==> src/design/b64u_pkg.sv <==
package b64u_pkg;

	// One input item: a raw octet and the end-of-message flag.
	typedef struct packed {
		logic [7:0] data_byte;
		logic       final_byte;
	} in_item_t;

	// One result item: a character, the end flag and the empty marker.
	typedef struct packed {
		logic [6:0] out_char;
		logic       last_char;
		logic       empty_message;
	} out_item_t;

	// Up to two results produced by one input item.
	typedef struct packed {
		out_item_t  first;
		out_item_t  second;
		logic [1:0] count;
	} res_pair_t;

	localparam int unsigned SEXTET_W = 6;
	localparam int unsigned CHAR_W   = 7;

	localparam logic [CHAR_W-1:0] CHAR_UPPER_A = 7'h41;
	localparam logic [CHAR_W-1:0] CHAR_LOWER_A = 7'h61;
	localparam logic [CHAR_W-1:0] CHAR_DIGIT_0 = 7'h30;
	localparam logic [CHAR_W-1:0] CHAR_MINUS   = 7'h2D;
	localparam logic [CHAR_W-1:0] CHAR_ULINE   = 7'h5F;
	localparam logic [CHAR_W-1:0] CHAR_EMPTY   = 7'h00;

	localparam logic [SEXTET_W-1:0] LAST_UPPER = 6'd25;
	localparam logic [SEXTET_W-1:0] LAST_LOWER = 6'd51;
	localparam logic [SEXTET_W-1:0] LAST_DIGIT = 6'd61;
	localparam logic [SEXTET_W-1:0] SEXTET_MINUS = 6'd62;
	localparam logic [SEXTET_W-1:0] OFS_LOWER = 6'd26;
	localparam logic [SEXTET_W-1:0] OFS_DIGIT = 6'd52;

	// Number of bytes of the current three-byte group already consumed.
	localparam logic [1:0] PHASE_0 = 2'd0;
	localparam logic [1:0] PHASE_1 = 2'd1;
	localparam logic [1:0] PHASE_2 = 2'd2;

	// Maps a six-bit group to its base64url character.
	function automatic logic [CHAR_W-1:0] sextet_char(input logic [SEXTET_W-1:0] v);
		logic [CHAR_W-1:0] v7;
		logic [CHAR_W-1:0] ch;
		v7 = {1'b0, v};
		if (v <= LAST_UPPER) begin
			ch = CHAR_UPPER_A + v7;
		end else if (v <= LAST_LOWER) begin
			ch = CHAR_LOWER_A + v7 - {1'b0, OFS_LOWER};
		end else if (v <= LAST_DIGIT) begin
			ch = CHAR_DIGIT_0 + v7 - {1'b0, OFS_DIGIT};
		end else if (v == SEXTET_MINUS) begin
			ch = CHAR_MINUS;
		end else begin
			ch = CHAR_ULINE;
		end
		return ch;
	endfunction

endpackage

==> src/design/b64u_core.sv <==
module b64u_core (
	input  logic               clk,
	input  logic               arst_n,
	input  b64u_pkg::in_item_t item_s1,
	input  logic               advance,
	input  logic               trim,
	output b64u_pkg::res_pair_t pair
);
	import b64u_pkg::*;

	logic       still_leading_q;
	logic [1:0] phase_q;
	logic [3:0] carry_q;

	logic       still_leading_d;
	logic [1:0] phase_d;
	logic [3:0] carry_d;
	logic       skip;
	logic [SEXTET_W-1:0] sx0;
	logic [SEXTET_W-1:0] sx1;
	logic [7:0] b;

	// Encode the registered item against the running group state.
	always_comb begin
		b               = item_s1.data_byte;
		skip            = trim && still_leading_q && (b == 8'h00);
		sx0             = '0;
		sx1             = '0;
		still_leading_d = 1'b0;
		phase_d         = phase_q;
		carry_d         = carry_q;
		pair            = '0;

		if (skip) begin
			// A skipped leading zero yields nothing, unless it ends the message.
			still_leading_d     = 1'b1;
			phase_d             = PHASE_0;
			carry_d             = '0;
			pair.first.out_char = CHAR_EMPTY;
			pair.first.last_char     = 1'b1;
			pair.first.empty_message = 1'b1;
			pair.count          = item_s1.final_byte ? 2'd1 : 2'd0;
		end else begin
			case (phase_q)
				PHASE_1: begin
					sx0     = {carry_q[1:0], b[7:4]};
					carry_d = b[3:0];
					phase_d = PHASE_2;
				end
				PHASE_2: begin
					sx0     = {carry_q, b[7:6]};
					sx1     = b[5:0];
					carry_d = '0;
					phase_d = PHASE_0;
				end
				default: begin
					sx0     = b[7:2];
					carry_d = {2'b00, b[1:0]};
					phase_d = PHASE_1;
				end
			endcase

			pair.count = (phase_d == PHASE_0) ? 2'd2 : 2'd1;

			// On the final byte the leftover bits are flushed, zero-filled.
			if (item_s1.final_byte) begin
				if (phase_d == PHASE_1) begin
					sx1        = {carry_d[1:0], 4'b0000};
					pair.count = 2'd2;
				end else if (phase_d == PHASE_2) begin
					sx1        = {carry_d, 2'b00};
					pair.count = 2'd2;
				end
				still_leading_d = 1'b1;
				phase_d         = PHASE_0;
				carry_d         = '0;
			end

			pair.first.out_char       = sextet_char(sx0);
			pair.second.out_char      = sextet_char(sx1);
			pair.first.last_char      = item_s1.final_byte && (pair.count == 2'd1);
			pair.second.last_char     = item_s1.final_byte;
		end
	end

	// Group state moves on when the registered item leaves the input stage.
	always_ff @(posedge clk or negedge arst_n) begin
		if (!arst_n) begin
			still_leading_q <= 1'b1;
			phase_q         <= PHASE_0;
			carry_q         <= '0;
		end else if (advance) begin
			still_leading_q <= still_leading_d;
			phase_q         <= phase_d;
			carry_q         <= carry_d;
		end
	end

endmodule

==> src/design/b64u_outbuf.sv <==
module b64u_outbuf (
	input  logic                 clk,
	input  logic                 arst_n,
	input  b64u_pkg::res_pair_t  pair,
	input  logic                 load,
	output logic                 free,
	output logic                 out_valid,
	input  logic                 out_stall,
	output b64u_pkg::out_item_t  out_item
);
	import b64u_pkg::*;

	res_pair_t  pair_q;
	logic [1:0] cnt_q;
	logic       idx_q;
	logic       take;
	logic       last_take;

	// The held pair is sent one item per cycle while out_stall is low, first then second.
	assign out_valid = (cnt_q != 2'd0);
	assign out_item  = idx_q ? pair_q.second : pair_q.first;
	assign take      = out_valid && !out_stall;
	assign last_take = take && (idx_q || (cnt_q == 2'd1));
	assign free      = !out_valid || last_take;

	// Count and index of the held pair.
	always_ff @(posedge clk or negedge arst_n) begin
		if (!arst_n) begin
			cnt_q <= '0;
			idx_q <= 1'b0;
		end else if (load) begin
			cnt_q <= pair.count;
			idx_q <= 1'b0;
		end else if (last_take) begin
			cnt_q <= '0;
			idx_q <= 1'b0;
		end else if (take) begin
			idx_q <= 1'b1;
		end
	end

	// Result payload, loaded only when the buffer is free.
	always_ff @(posedge clk) begin
		if (load) begin
			pair_q <= pair;
		end
	end

endmodule

==> src/design/base64url_unpadded_encoder.sv <==
// Unpadded base64url encoder, one message byte per input item.
// Input channel: in_valid, in_stall, in_item (data_byte, final_byte).
// Output channel: out_valid, out_stall, out_item (out_char, last_char,
// empty_message); one character per output item.
// Configuration: cfg_valid, cfg_ready, cfg_data writes trim_leading_zeros;
// cfg_ready is always high. Write it only while the block is idle.
// The first character of a byte passes the input stage and then the result
// register before it is offered; without a stall, it is taken at the
// following clock edge. Without a stall, a byte yielding one character (or
// none) is taken every cycle; a byte yielding two characters holds the
// single-character output port until both are taken, while the next byte
// waits in the input stage. A sustained stream without stalls runs at one
// character per cycle; the two-entry output register sets this.
// A receiver stall holds the current character; the input stage then fills
// and the block raises in_stall until the output moves again.
// Reset clears all message state and sets trim_leading_zeros to one; no
// item is pending afterwards.
module base64url_unpadded_encoder (
	input  logic                 clk,
	input  logic                 arst_n,
	input  logic                 in_valid,
	output logic                 in_stall,
	input  b64u_pkg::in_item_t   in_item,
	output logic                 out_valid,
	input  logic                 out_stall,
	output b64u_pkg::out_item_t  out_item,
	input  logic                 cfg_valid,
	output logic                 cfg_ready,
	input  logic                 cfg_data
);
	import b64u_pkg::*;

	logic      trim_q;
	logic      valid_s1;
	in_item_t  item_s1;
	res_pair_t pair;
	logic      free;
	logic      advance;
	logic      load;
	logic      accept;

	// Configuration register.
	assign cfg_ready = 1'b1;

	always_ff @(posedge clk or negedge arst_n) begin
		if (!arst_n) begin
			trim_q <= 1'b1;
		end else if (cfg_valid && cfg_ready) begin
			trim_q <= cfg_data;
		end
	end

	// Input stage handshake: an item leaves when its results fit.
	assign advance  = valid_s1 && (free || (pair.count == 2'd0));
	assign load     = advance && (pair.count != 2'd0);
	assign in_stall = valid_s1 && !advance;
	assign accept   = in_valid && !in_stall;

	always_ff @(posedge clk or negedge arst_n) begin
		if (!arst_n) begin
			valid_s1 <= 1'b0;
		end else if (accept) begin
			valid_s1 <= 1'b1;
		end else if (advance) begin
			valid_s1 <= 1'b0;
		end
	end

	always_ff @(posedge clk) begin
		if (accept) begin
			item_s1 <= in_item;
		end
	end

	b64u_core u_core (
		.clk     (clk),
		.arst_n  (arst_n),
		.item_s1 (item_s1),
		.advance (advance),
		.trim    (trim_q),
		.pair    (pair)
	);

	b64u_outbuf u_outbuf (
		.clk       (clk),
		.arst_n    (arst_n),
		.pair      (pair),
		.load      (load),
		.free      (free),
		.out_valid (out_valid),
		.out_stall (out_stall),
		.out_item  (out_item)
	);

endmodule

==> config.mk <==
export PLATFORM = sky130hd
export DESIGN_NAME = base64url_unpadded_encoder
export DESIGN_NICKNAME = d
export VERILOG_FILES = /design/src/design/b64u_pkg.sv /design/src/design/b64u_core.sv /design/src/design/b64u_outbuf.sv /design/src/design/base64url_unpadded_encoder.sv
export SDC_FILE = /design/constraint.sdc
export NUM_CORES = 1
export LEC_CHECK = 0
export BUFFER_PORTS_ARGS = -buffer_cell sky130_fd_sc_hd__buf_2
export CORE_AREA = 8 8 82 84
export DETAILED_ROUTE_END_ITERATION = 8
export DIE_AREA = 0 0 90 92
export PLACE_DENSITY = 0.71
export SLEW_MARGIN = 20
export SYNTH_ARGS = -nofsm -noshare
export SYNTH_HDL_FRONTEND = slang
export SYNTH_SLANG_ARGS = --single-unit
==> constraint.sdc <==
create_clock -name clk -period 3.5 [get_ports clk]
set_clock_uncertainty 0.1 [all_clocks]
set_input_delay 0.525 -clock clk [delete_from_list [all_inputs] [get_ports clk]]
set_output_delay 0.525 -clock clk [all_outputs]
set_load 0.05 [all_outputs]
* Yosys cells after proc, flatten, opt, wreduce, memory -nomap -nowiden
Index checks and enable logic that the tools add are counted.
** Storage, ports and cells
- Register bits :: 38
- Input bits :: 15
- Output and inout port bits :: 12
** Cells by class
- Add/subtract/negate cells :: 10
- $lt $le $gt $ge :: 6
- Eq/ne operators :: 8
- Muxes and demuxes :: 40
- Reduce and logical (&&, ||, !) cells :: 24
** Operator list (count)
- 7-bit 2-to-1 mux :: 8
- 6-bit 2-to-1 mux :: 6
- 7-bit by 6-bit adder with 7-bit output (first input constant) :: 4
- 6-bit <= comparator (second input constant) :: 4
- 2-bit 2-to-1 mux :: 11
- 6-bit by 6-bit adder with 7-bit output (first input constant) :: 2
- 7-bit by 5-bit subtractor with 7-bit output (second input constant) :: 2
- 7-bit by 6-bit subtractor with 7-bit output (second input constant) :: 2
- 6-bit == test (second input constant) :: 2
- 6-bit by 5-bit <= comparator with 1-bit output (second input constant) :: 2
- 6-bit one-hot mux with 2 select lines :: 1
- 1-bit logical AND :: 9
- 1-bit 2-to-1 mux :: 9
- 9-bit 2-to-1 mux :: 1
- 2-bit by 1-bit == test with 1-bit output (second input constant) :: 4
- 8-bit zero test :: 1
- 4-bit 2-to-1 mux :: 2
- 4-bit one-hot mux with 2 select lines :: 1
- 2-bit nonzero test :: 4
- 2-bit == test (second input constant) :: 2
- 1-bit zero test :: 4
- 2-bit zero test :: 2
- 2-bit one-hot mux with 2 select lines :: 1
- 1-bit logical OR :: 3
- 3-bit nonzero test :: 1

* Logic depth before layout (Yosys ltp)
Gate-level depths: netlist (run 1).
- Word-level depth :: 18
- Gate-level depth with buffers :: 14
- Gate-level depth less buffers :: 12

* Cells and area by module
Synthesis (run 1) repeated with hierarchy kept, for this count alone.
** Second synthesis, totals
- Cells, all modules :: 273
- Area, all modules :: 2743.9 um2
** By module, submodules not included
- b64u_core :: times used 1, cells each 207, area each 1546.5 um2, sequential area each 176.4 um2
- b64u_outbuf :: times used 1, cells each 44, area each 807.0 um2, sequential area each 615.6 um2
- base64url_unpadded_encoder :: times used 1, cells each 22, area each 390.4 um2, sequential area each 321.6 um2

* Least setup slack after synthesis (run 1)
Ideal clock, no wire load.
- Kind :: flip-flop to flip-flop
- Start point :: register u_core.phase_q[0]
- End point :: register u_outbuf.pair_q[15] (netlist name), data pin
- Library setup time :: 0.270 ns
- Data arrival time :: 3.178 ns
- Data required time :: 3.130 ns
- Path slack :: -0.048 ns
- Cell stages (with the launch flop) :: 15
- Buffers on the path :: 2
- Path through :: dfrtp_1 inv_1 ha_1 buf_2 clkbuf_1 nand2_1 o21ai_1 inv_1 ha_1 nor2b_1 or2_2 a31oi_1 mux2_2 nand2_1 a31oi_1
** On the way
- Longest elaborated chain between the ends :: 8
- Elaborated cells between the ends (all ways) :: 15
- Those cells by class :: add/sub: 5; order compare: 3; eq/ne: 2; mux: 5
** Ends and longest elaborated chain
- start, declared :: line b64u_core.sv:12 : logic [1:0] phase_q;
- start signal, assigned :: line b64u_core.sv:94 : phase_q <= phase_d;
- 2-bit == test / 2-bit by 1-bit == test with 1-bit output (equally long branches) :: line b64u_core.sv:44 : case (phase_q)
- 6-bit one-hot mux with 2 select lines * :: line b64u_core.sv:44
- 6-bit 2-to-1 mux * :: line b64u_core.sv:34 : if (skip) begin
- 6-bit by 6-bit adder with 7-bit output :: line b64u_pkg.sv:55 : ch = CHAR_DIGIT_0 + v7 - {1'b0, OFS_DIGIT};
- 7-bit by 6-bit subtractor with 7-bit output :: line b64u_pkg.sv:55
- 7-bit 2-to-1 mux :: line b64u_pkg.sv:54 : end else if (v <= LAST_DIGIT) begin
- 7-bit 2-to-1 mux :: line b64u_pkg.sv:52 : end else if (v <= LAST_LOWER) begin
- 7-bit 2-to-1 mux * :: line b64u_pkg.sv:50 : if (v <= LAST_UPPER) begin
- end signal, assigned :: line b64u_outbuf.sv:45 : pair_q <= pair;
- end, declared :: line b64u_outbuf.sv:13 : res_pair_t pair_q;
Mark *: on every way between the ends. The rest lies on a longest branch, timed or not. The select of a mux whose other input is x is not followed.
A chain may end at the register's enable or synchronous reset.

* Worst setup path in the final report (run 1)
Ends and elaborated chain as after synthesis.

==> results.toml, run 1 <==
[status]
status = "completed"

[synth]
synth_largest_area_cell = "edfxtp_1"
avgSynthCellArea_um2 = 9.90
synth.distinct_cells = 62
yosysTopAreaCellShare = 0.293
synth_cells = 269
synth-seq-cells = 38
synth_area_leaders = "edfxtp_1 29%, dfrtp_1 9.4%, ha_1 8.0%"
syn_area_um2 = 2660
synth_fp_nets = 301
yosys_warnings = 0
synth_common_cells = "26 x edfxtp_1, 20 x nand2_1, 19 x a21oi_1"
synth_seq_area_share = 0.407
async_reset_ff_frac = 0.316
synth_edf_count = 26
ys.flop_type = "edfxtp_1"
synth_most_common_cell = "edfxtp_1"

[critical_path]
critPathLaunchType = "flip-flop"
crit_slowest_cell = "ha_1"
rrSetupSlack_ns = 0.26
r2r_end = "u_outbuf.pair_q[15]"
crit_fanout = 16
crit_path_max_incr_delay_ns = 0.41
reg2reg_depth = 14
end_kind = "flip-flop"
critPathKind = "reg2reg"
cp-endpoint = "u_outbuf.pair_q[15]"
cp_top_family = "compound AO/OA/AOI/OAI gates"
path_buf_inv = 4
setup.worst_path.start = "u_core.phase_q[0]"
reg2reg_from = "u_core.phase_q[0]"
path_depth = 14
worstPathRequired_ns = 3.42
path_cells = "inv_1 > ha_1 > buf_4 > nand2_1 > o21ai_1 > inv_1 > ha_1 > nor2b_1 > or2_2 > a31oi_2 > buf_4 > nor3_1 > o21ai_0 > a31oi_1"
cp.arrival_ns = 3.17

[clocking]
clock-sinks = 38
cts_setup_buffers = 0
clkLatencyLatePin_ns = 0.28
tritoncts = "built"
h-tree-depth = 2
cts_made_buffers = 5
root_buffer = "clkbuf_8"
path_clk_slew_ns = 0.07
clockBufferDepth = 2

[global_routing]
grt_overflow = 0
grt_max_degree = 20
antenna_found_initial = 0
grt_pass1_vias = 2066
grtUsageTotal = 0.141
grt_pass1_wl_um = 9760

[layout]
final_nets = 338
drive_above_1_share = 0.248
antennaDiodeCount = 0
syn2layout_area_growth_pct = 14.0

[route]
routed_wl_um = 5790
drt_iter0_drc = 174
first_pass_iters = 4
wl_per_cell_um = 15.3
vias_per_cell = 5.71
vias = 2164
postRouteAntennaNets = 0
drt_drc_violations_left = 0

[sta]
fin_crit_sh = 0.927
hold_violations = 0
worstMarginPinSlew_ns = 0.552
setup_viol = 0
whs_ns = 0.0100
tns_ns = 0
drv_slew = 0
maxSlewHeadroom = 0.631
min_period_ns = 3.24
rsz0062_at_grt = "no"
fmax_ghz = 0.308

[job]
drv_cap = 0

[floorplanning]
die_w_um = 90
die_area_um2 = 8280
ios = 27
core_um2 = 5410
start_util = 0.493
std_cell_rows = 27
die_y_um = 92

[placed_design]
place_congestion = 0.944
port_buffers = 25
hpwl_um = 4530

[power_and_ir_drop]
p_leak_nw = 1.22
p_per_area_nw_per_um2 = 1030
ir_drop_v = 0.000627

[min_path]
worstHoldPathType = "in2async"
[placed cells by master, fill, tap and decap left out, drive strengths merged, types with 4 or more instances in the layout]
cell type | synthesis | routed
and3 | 6 | 6
nand2 | 20 | 20
a22oi | 6 | 6
inv | 16 | 16
a21oi | 20 | 20
clkbuf | 5 | 8
nor3 | 4 | 4
a31oi | 5 | 5
nand2b | 4 | 4
dfrtp | 10 | 10
a32o | 4 | 4
edfxtp | 26 | 26
and2 | 5 | 5
nand3 | 6 | 6
buf | 6 | 41
o21ai | 17 | 17
ha | 17 | 17
nor2b | 8 | 8
or2 | 7 | 7
nor2 | 12 | 12
o211ai | 4 | 4
mux2 | 10 | 10
[timing repair]
| item | CTS | global route |
|---|---|---|
| setup endpoints to repair | 0 | 5 |
| hold buffers | 0 | 0 |
| resized for setup | 0 | 3 |
| hold endpoints to repair | 0 | 0 |
[routing by layer]
| layer | vias to the layer above | routed length, um | global-route usage |
|---|---|---|---|
| met4 | 0 | 69 | 0.0430 |
| met5 | - | 0 | 0 |
| met2 | 72 | 2620 | 0.226 |
| met3 | 7 | 318 | 0.0350 |
| li1 | 1086 | - | - |
| met1 | 999 | 2790 | 0.183 |
[registers in the layout, summed over array words and instances, names as in the netlist]
signal and flops:
u_outbuf.cnt_q 2, u_outbuf.idx_q 1, u_core.carry_q 4, u_outbuf.pair_q 17
u_core.phase_q 2, trim_q 1, u_core.still_leading_q 1, valid_s1 1
item_s1 9
[through the flow]
stage	utilization	setup slack (ns)	total power [mW]	instance area (um2)	instances
floorplan	-	0.0965	2.32	2670	269
CTS	0.559	0.189	3.10	3020	379
global route	0.562	0.0163	3.36	3040	379
finish	0.562	0.255	3.12	3040	379
detailed placement	0.544	0.215	2.81	2940	371
global placement	0.544	0.249	2.80	2940	371
[worst reg2reg max path, cell delays in order, from the launching register on]
cell     delay (ns)
dfrtp_1        0.39
inv_1          0.06
ha_1           0.41
buf_4          0.25
nand2_1        0.07
o21ai_1        0.10
inv_1          0.12
ha_1           0.22
nor2b_1        0.13
or2_2          0.31
a31oi_2        0.29
buf_4          0.19
nor3_1         0.04
o21ai_0        0.19
a31oi_1        0.11
[area by class of cell]
class | instances | area, um2
inverters | 16 | 60.1
clock buffers | 8 | 80.1
repair buffers | 41 | 245
multi-input cells | 204 | 1480
well taps | 72 | 90.1
flip-flops and latches | 38 | 1080
fillers | 470 | 2370
[power breakdown]
group,internal [mW],switching (mW)
sequential,0.732,0.119
clock,0.141,0.132
combinational,0.748,1.25
[cell families (layout without fill, tap and decap cells)]
logic type / count (synthesis) / count (layout) / share of synthesized area
buf+inv: 27 / 65 / 0.0460
flops: 38 / 38 / 0.407
compound gates: 87 / 87 / 0.225
fa+ha+maj: 17 / 17 / 0.0798
simple gates: 83 / 83 / 0.178
other cells: 1 / 1 / 0.00141
mux: 13 / 13 / 0.0535
xor+xnor: 3 / 3 / 0.00987
[worst min-delay path by stage]
stage | from | end | slack (ns) | cells after the start
2_1_floorplan | arst_n | u_core.carry_q[0] | 0.13 | 0
3_3_place_gp | arst_n | u_core.carry_q[3] | 0.32 | 1
3_5_place_dp | arst_n | u_core.carry_q[3] | 0.32 | 1
4_1_cts | arst_n | u_outbuf.cnt_q[1] | 0.006 | 1
5_1_grt | arst_n | u_outbuf.cnt_q[1] | 0.01 | 1
6_report | arst_n | u_outbuf.cnt_q[1] | 0.01 | 1
No activity file was read; power rests on OpenSTA's default activity.
==> run 2: changes to the inputs <==
--- a/config.mk
+++ b/config.mk
@@ -10,7 +10,9 @@
 export DETAILED_ROUTE_END_ITERATION = 8
 export DIE_AREA = 0 0 90 92
 export PLACE_DENSITY = 0.71
+export REMOVE_ABC_BUFFERS = 1
 export SLEW_MARGIN = 20
 export SYNTH_ARGS = -nofsm -noshare
 export SYNTH_HDL_FRONTEND = slang
 export SYNTH_SLANG_ARGS = --single-unit
+export TNS_END_PERCENT = 30
==> results.toml, run 2 (synthesis results as in run 1) <==
[clocking]
tritoncts = "built"
clkLatencyLatePin_ns = 0.28
cts_made_buffers = 5
path_clk_slew_ns = 0.07
cts_setup_buffers = 0
cts_resized = 0
holdBufCountCts = 0
clock-sinks = 38
root_buffer = "clkbuf_8"
h-tree-depth = 2
clockBufferDepth = 2

[floorplanning]
die_area_um2 = 8280
start_util = 0.493
std_cell_rows = 27
die_w_um = 90
core_um2 = 5410
ios = 27
die_y_um = 92

[sta]
drv_slew = 0
fmax_ghz = 0.308
rsz0062_at_grt = "no"
hold_violations = 0
fin_crit_sh = 0.926
maxSlewHeadroom = 0.634
tns_ns = 0
min_period_ns = 3.24
worstMarginPinSlew_ns = 0.547
setup_viol = 0

[placed_design]
place_congestion = 0.873
dp.cells = 374
hpwl_um = 4700
port_buffers = 25
placed_cell_area_um2 = 2960

[layout]
fillers = 490
multiInputGateArea_um2 = 1490
layout_commonest_cell = "edfxtp_1"
stdcell_count = 382
regArea_um2 = 1080
finalInstanceArea_um2 = 3090
final_cell_mix = "26 x edfxtp_1, 25 x buf_2, 20 x nand2_1"
drive_above_1_share = 0.258
syn2layout_area_growth_pct = 16.0
antennaDiodeCount = 0
regMostFlops = "u_outbuf.pair_q"
largest_register_ffs = 17
reg.largest.list = "u_outbuf.pair_q: 17 flops, item_s1: 9 flops, u_core.carry_q: 4 flops"
final_nets = 341

[global_routing]
grt_max_degree = 20
grt_overflow = 0
grt_pass1_vias = 2163
grtUsageTotal = 0.149
antenna_found_initial = 0
grt_pass1_wl_um = 10300

[critical_path]
critPathKind = "reg2reg"
crit_fanout = 8
critPathLaunchType = "flip-flop"
cp.arrival_ns = 3.16
worstPathRequired_ns = 3.42
end_kind = "flip-flop"

[route]
first_pass_iters = 4
routed_wl_um = 6020
wl_per_cell_um = 15.8
drt_iter0_drc = 141
postRouteAntennaNets = 0
drt_drc_violations_left = 0
vias = 2140
vias_per_cell = 5.60

[power_and_ir_drop]
p_leak_nw = 1.25
ir_drop_v = 0.000602
p_total_mw = 3.23
p_per_area_nw_per_um2 = 1040

[min_path]
worstHoldPathType = "in2async"

[status]
status = "completed"

[job]
drv_cap = 0
## run 2: routing by layer
metal | global-route usage | vias to the layer above | part of all wire
met5 | 0 | - | 0
li1 | - | 1091 | -
met4 | 0.0333 | 0 | 0.0023
met1 | 0.191 | 982 | 0.47
met2 | 0.242 | 65 | 0.47
met3 | 0.0432 | 2 | 0.060
## run 2: stage by stage
step	util	setup WS (ns)	hold slack [ns]
6_report	0.572	0.258	0.0163
5_1_grt	0.572	0.0393	0.0178
4_1_cts	0.566	0.0228	0.0157
3_5_place_dp	0.547	0.0552	0.325
3_3_place_gp	0.547	0.0849	0.320
2_1_floorplan	-	0.0306	0.129
## run 2: path summary, 6_finish.rpt
kind	cells past startpoint	end	startpoint	slack, ns
max in group asynchronous	1	trim_q	arst_n	3.01
min	1	u_core.phase_q[0]	arst_n	0.02
max reg2reg	13	u_outbuf.pair_q[6]	u_core.phase_q[1]	0.26
min in group clk	1	item_s1[5]	in_item[5]	0.31
min reg2reg	2	u_core.still_leading_q	u_core.still_leading_q	0.38
max	13	u_outbuf.pair_q[6]	u_core.phase_q[1]	0.26
## run 2: where the power goes
group | internal, mW | total [mW] | switching, mW
clock | 0.184 | 0.325 | 0.141
combinational | 0.793 | 2.04 | 1.25
sequential | 0.733 | 0.861 | 0.128
total | 1.71 | 3.23 | 1.52
## run 2: critical path: stages (launching register included)
cell	delay (ns)
dfrtp_1	0.41
inv_1	0.08
ha_1	0.25
buf_4	0.19
and4b_1	0.24
a32oi_1	0.21
inv_1	0.13
ha_1	0.25
nor2b_1	0.15
a2bb2oi_1	0.15
o211ai_1	0.20
nand2_1	0.19
a311oi_1	0.31
a31oi_1	0.12
## run 2: cell type report
cell class	count	area share
Inverter	16	0.0194
Multi-Input combinational cell	204	0.481
Clock buffer	8	0.0328
Sequential cell	38	0.351
Tap cell	72	0.0291
Timing Repair Buffer	44	0.0866
==> run 3: changes to the inputs <==
==> constraint.sdc (replaced) <==
create_clock -name clk -period 3.5 [get_ports clk]
set_clock_uncertainty 0.1 [all_clocks]
set_input_delay 0.35 -clock clk [delete_from_list [all_inputs] [get_ports clk]]
set_output_delay 0.35 -clock clk [all_outputs]
set_load 0.05 [all_outputs]
==> results.toml, run 3 (synthesis results as in run 1) <==
[status]
status = "completed"

[floorplanning]
std_cell_rows = 27
start_util = 0.493
ios = 27
die_w_um = 90
core_um2 = 5410
die_area_um2 = 8280
die_y_um = 92

[clocking]
cts_setup_buffers = 0
h-tree-depth = 2
clockBufferDepth = 2
root_buffer = "clkbuf_8"
clock-sinks = 38
clkLatencyLatePin_ns = 0.28
cts_made_buffers = 5
tritoncts = "built"
path_clk_slew_ns = 0.07

[global_routing]
antenna_found_initial = 0
grt_max_degree = 20
grt_pass1_wl_um = 10300
grtUsageTotal = 0.149
grt_pass1_vias = 2163
grt_overflow = 0

[min_path]
worstHoldPathType = "in2reg"
whs_path_depth = 1

[critical_path]
rrSetupSlack_ns = 0.26
crit_slowest_cell = "dfrtp_1"
reg2reg_depth = 13
critPathKind = "reg2reg"
path_cells = "inv_1 > ha_1 > buf_4 > and4b_1 > a32oi_1 > inv_1 > ha_1 > nor2b_1 > a2bb2oi_1 > o211ai_1 > nand2_1 > a311oi_1 > a31oi_1"
worstPathRequired_ns = 3.42
cp.arrival_ns = 3.16
critPathLaunchType = "flip-flop"
crit_fanout = 8
end_kind = "flip-flop"
crit_path_max_incr_delay_ns = 0.41

[power_and_ir_drop]
swShare = 0.470
p_per_area_nw_per_um2 = 1040
pwr-share-seq = 0.267
p_leak_nw = 1.26
p_int_mw = 1.71
ir_drop_v = 0.000602
clkPwrFrac = 0.101
p_comb_frac = 0.633
p_sw_mw = 1.51

[sta]
whs_ns = 0.140
setup_viol = 0
hold_violations = 0
fmax_ghz = 0.309
min_period_ns = 3.24
fin_crit_sh = 0.926
worstMarginPinSlew_ns = 0.547
maxSlewHeadroom = 0.635
rsz0062_at_grt = "no"
tns_ns = 0
drv_slew = 0

[route]
routed_wl_um = 6020
vias_per_cell = 5.60
first_pass_iters = 4
drt_iter0_drc = 164
drt_drc_violations_left = 0
vias = 2146
postRouteAntennaNets = 0
wl_per_cell_um = 15.7

[layout]
final_cell_mix = "26 x edfxtp_1, 25 x buf_2, 20 x nand2_1"
regArea_um2 = 1080
stdcell_count = 383
antennaDiodeCount = 0
fillers = 489
syn2layout_area_growth_pct = 16.4
regMostFlops = "u_outbuf.pair_q"
reg.largest.list = "u_outbuf.pair_q: 17 flops, item_s1: 9 flops, u_core.carry_q: 4 flops"
final_nets = 342
largest_register_ffs = 17
layout_commonest_cell = "edfxtp_1"
multiInputGateArea_um2 = 1490
drive_above_1_share = 0.257

[placed_design]
port_buffers = 25
hpwl_um = 4700
place_congestion = 0.873
dp.cells = 374

[job]
drv_cap = 0
[run 3: stage by stage]
stage | worst slack, ns | power [mW] | util | cell area [um2]
6_report | 0.259 | 3.23 | 0.574 | 3100
5_1_grt | 0.0393 | 3.50 | 0.574 | 3100
4_1_cts | 0.0228 | 3.17 | 0.568 | 3070
3_5_place_dp | 0.0552 | 2.84 | 0.547 | 2960
3_3_place_gp | 0.0849 | 2.84 | 0.547 | 2960
2_1_floorplan | 0.0306 | 2.27 | - | 2600
[run 3: per-layer routing]
metal	routed length, um	up-vias	global-route usage
li1	-	1093	-
met1	2830	982	0.191
met2	2810	69	0.242
met3	369	2	0.0432
met4	14	0	0.0333
met5	0	-	0
[run 3: layout make-up]
class,count,area share
clock buffer,8,0.0327
sequential,38,0.349
tap,72,0.0291
inverter,16,0.0194
timing repair buffer,45,0.0896
multi-input combinational,204,0.480
[run 3: critical path, delay by kind of cell, from the launching register on]
family                   cells  cell delay (ns)
buffers and inverters        3             0.40
flip-flops                   1             0.41
adder cells (fa/ha/maj)      2             0.50
AO/OA/AOI/OAI                5             0.99
AND/OR/NAND/NOR              3             0.58
[run 3: power by group through the flow]
stage	logic (mW)	clock network [mW]	registers (mW)
5_1_grt	2.27	0.351	0.879
6_report	2.04	0.324	0.860
2_1_floorplan	1.46	0	0.817
3_5_place_dp	1.97	0	0.866
4_1_cts	1.98	0.335	0.856
3_3_place_gp	1.98	0	0.860
[run 3: timing repair]
action / CTS / global route
resized for setup: 0 / 5
hold buffers: 1 / 0
endpoints found under the hold margin: 10 / 0
setup endpoints to repair: 0 / 9
[run 3: final timing paths]
check                                       start                     end
min in group asynchronous                  arst_n       u_core.phase_q[0]
max reg2reg                     u_core.phase_q[1]      u_outbuf.pair_q[6]
min                                    in_item[5]              item_s1[5]
max                             u_core.phase_q[1]      u_outbuf.pair_q[6]
min reg2reg                u_core.still_leading_q  u_core.still_leading_q
max in group asynchronous                  arst_n                  trim_q
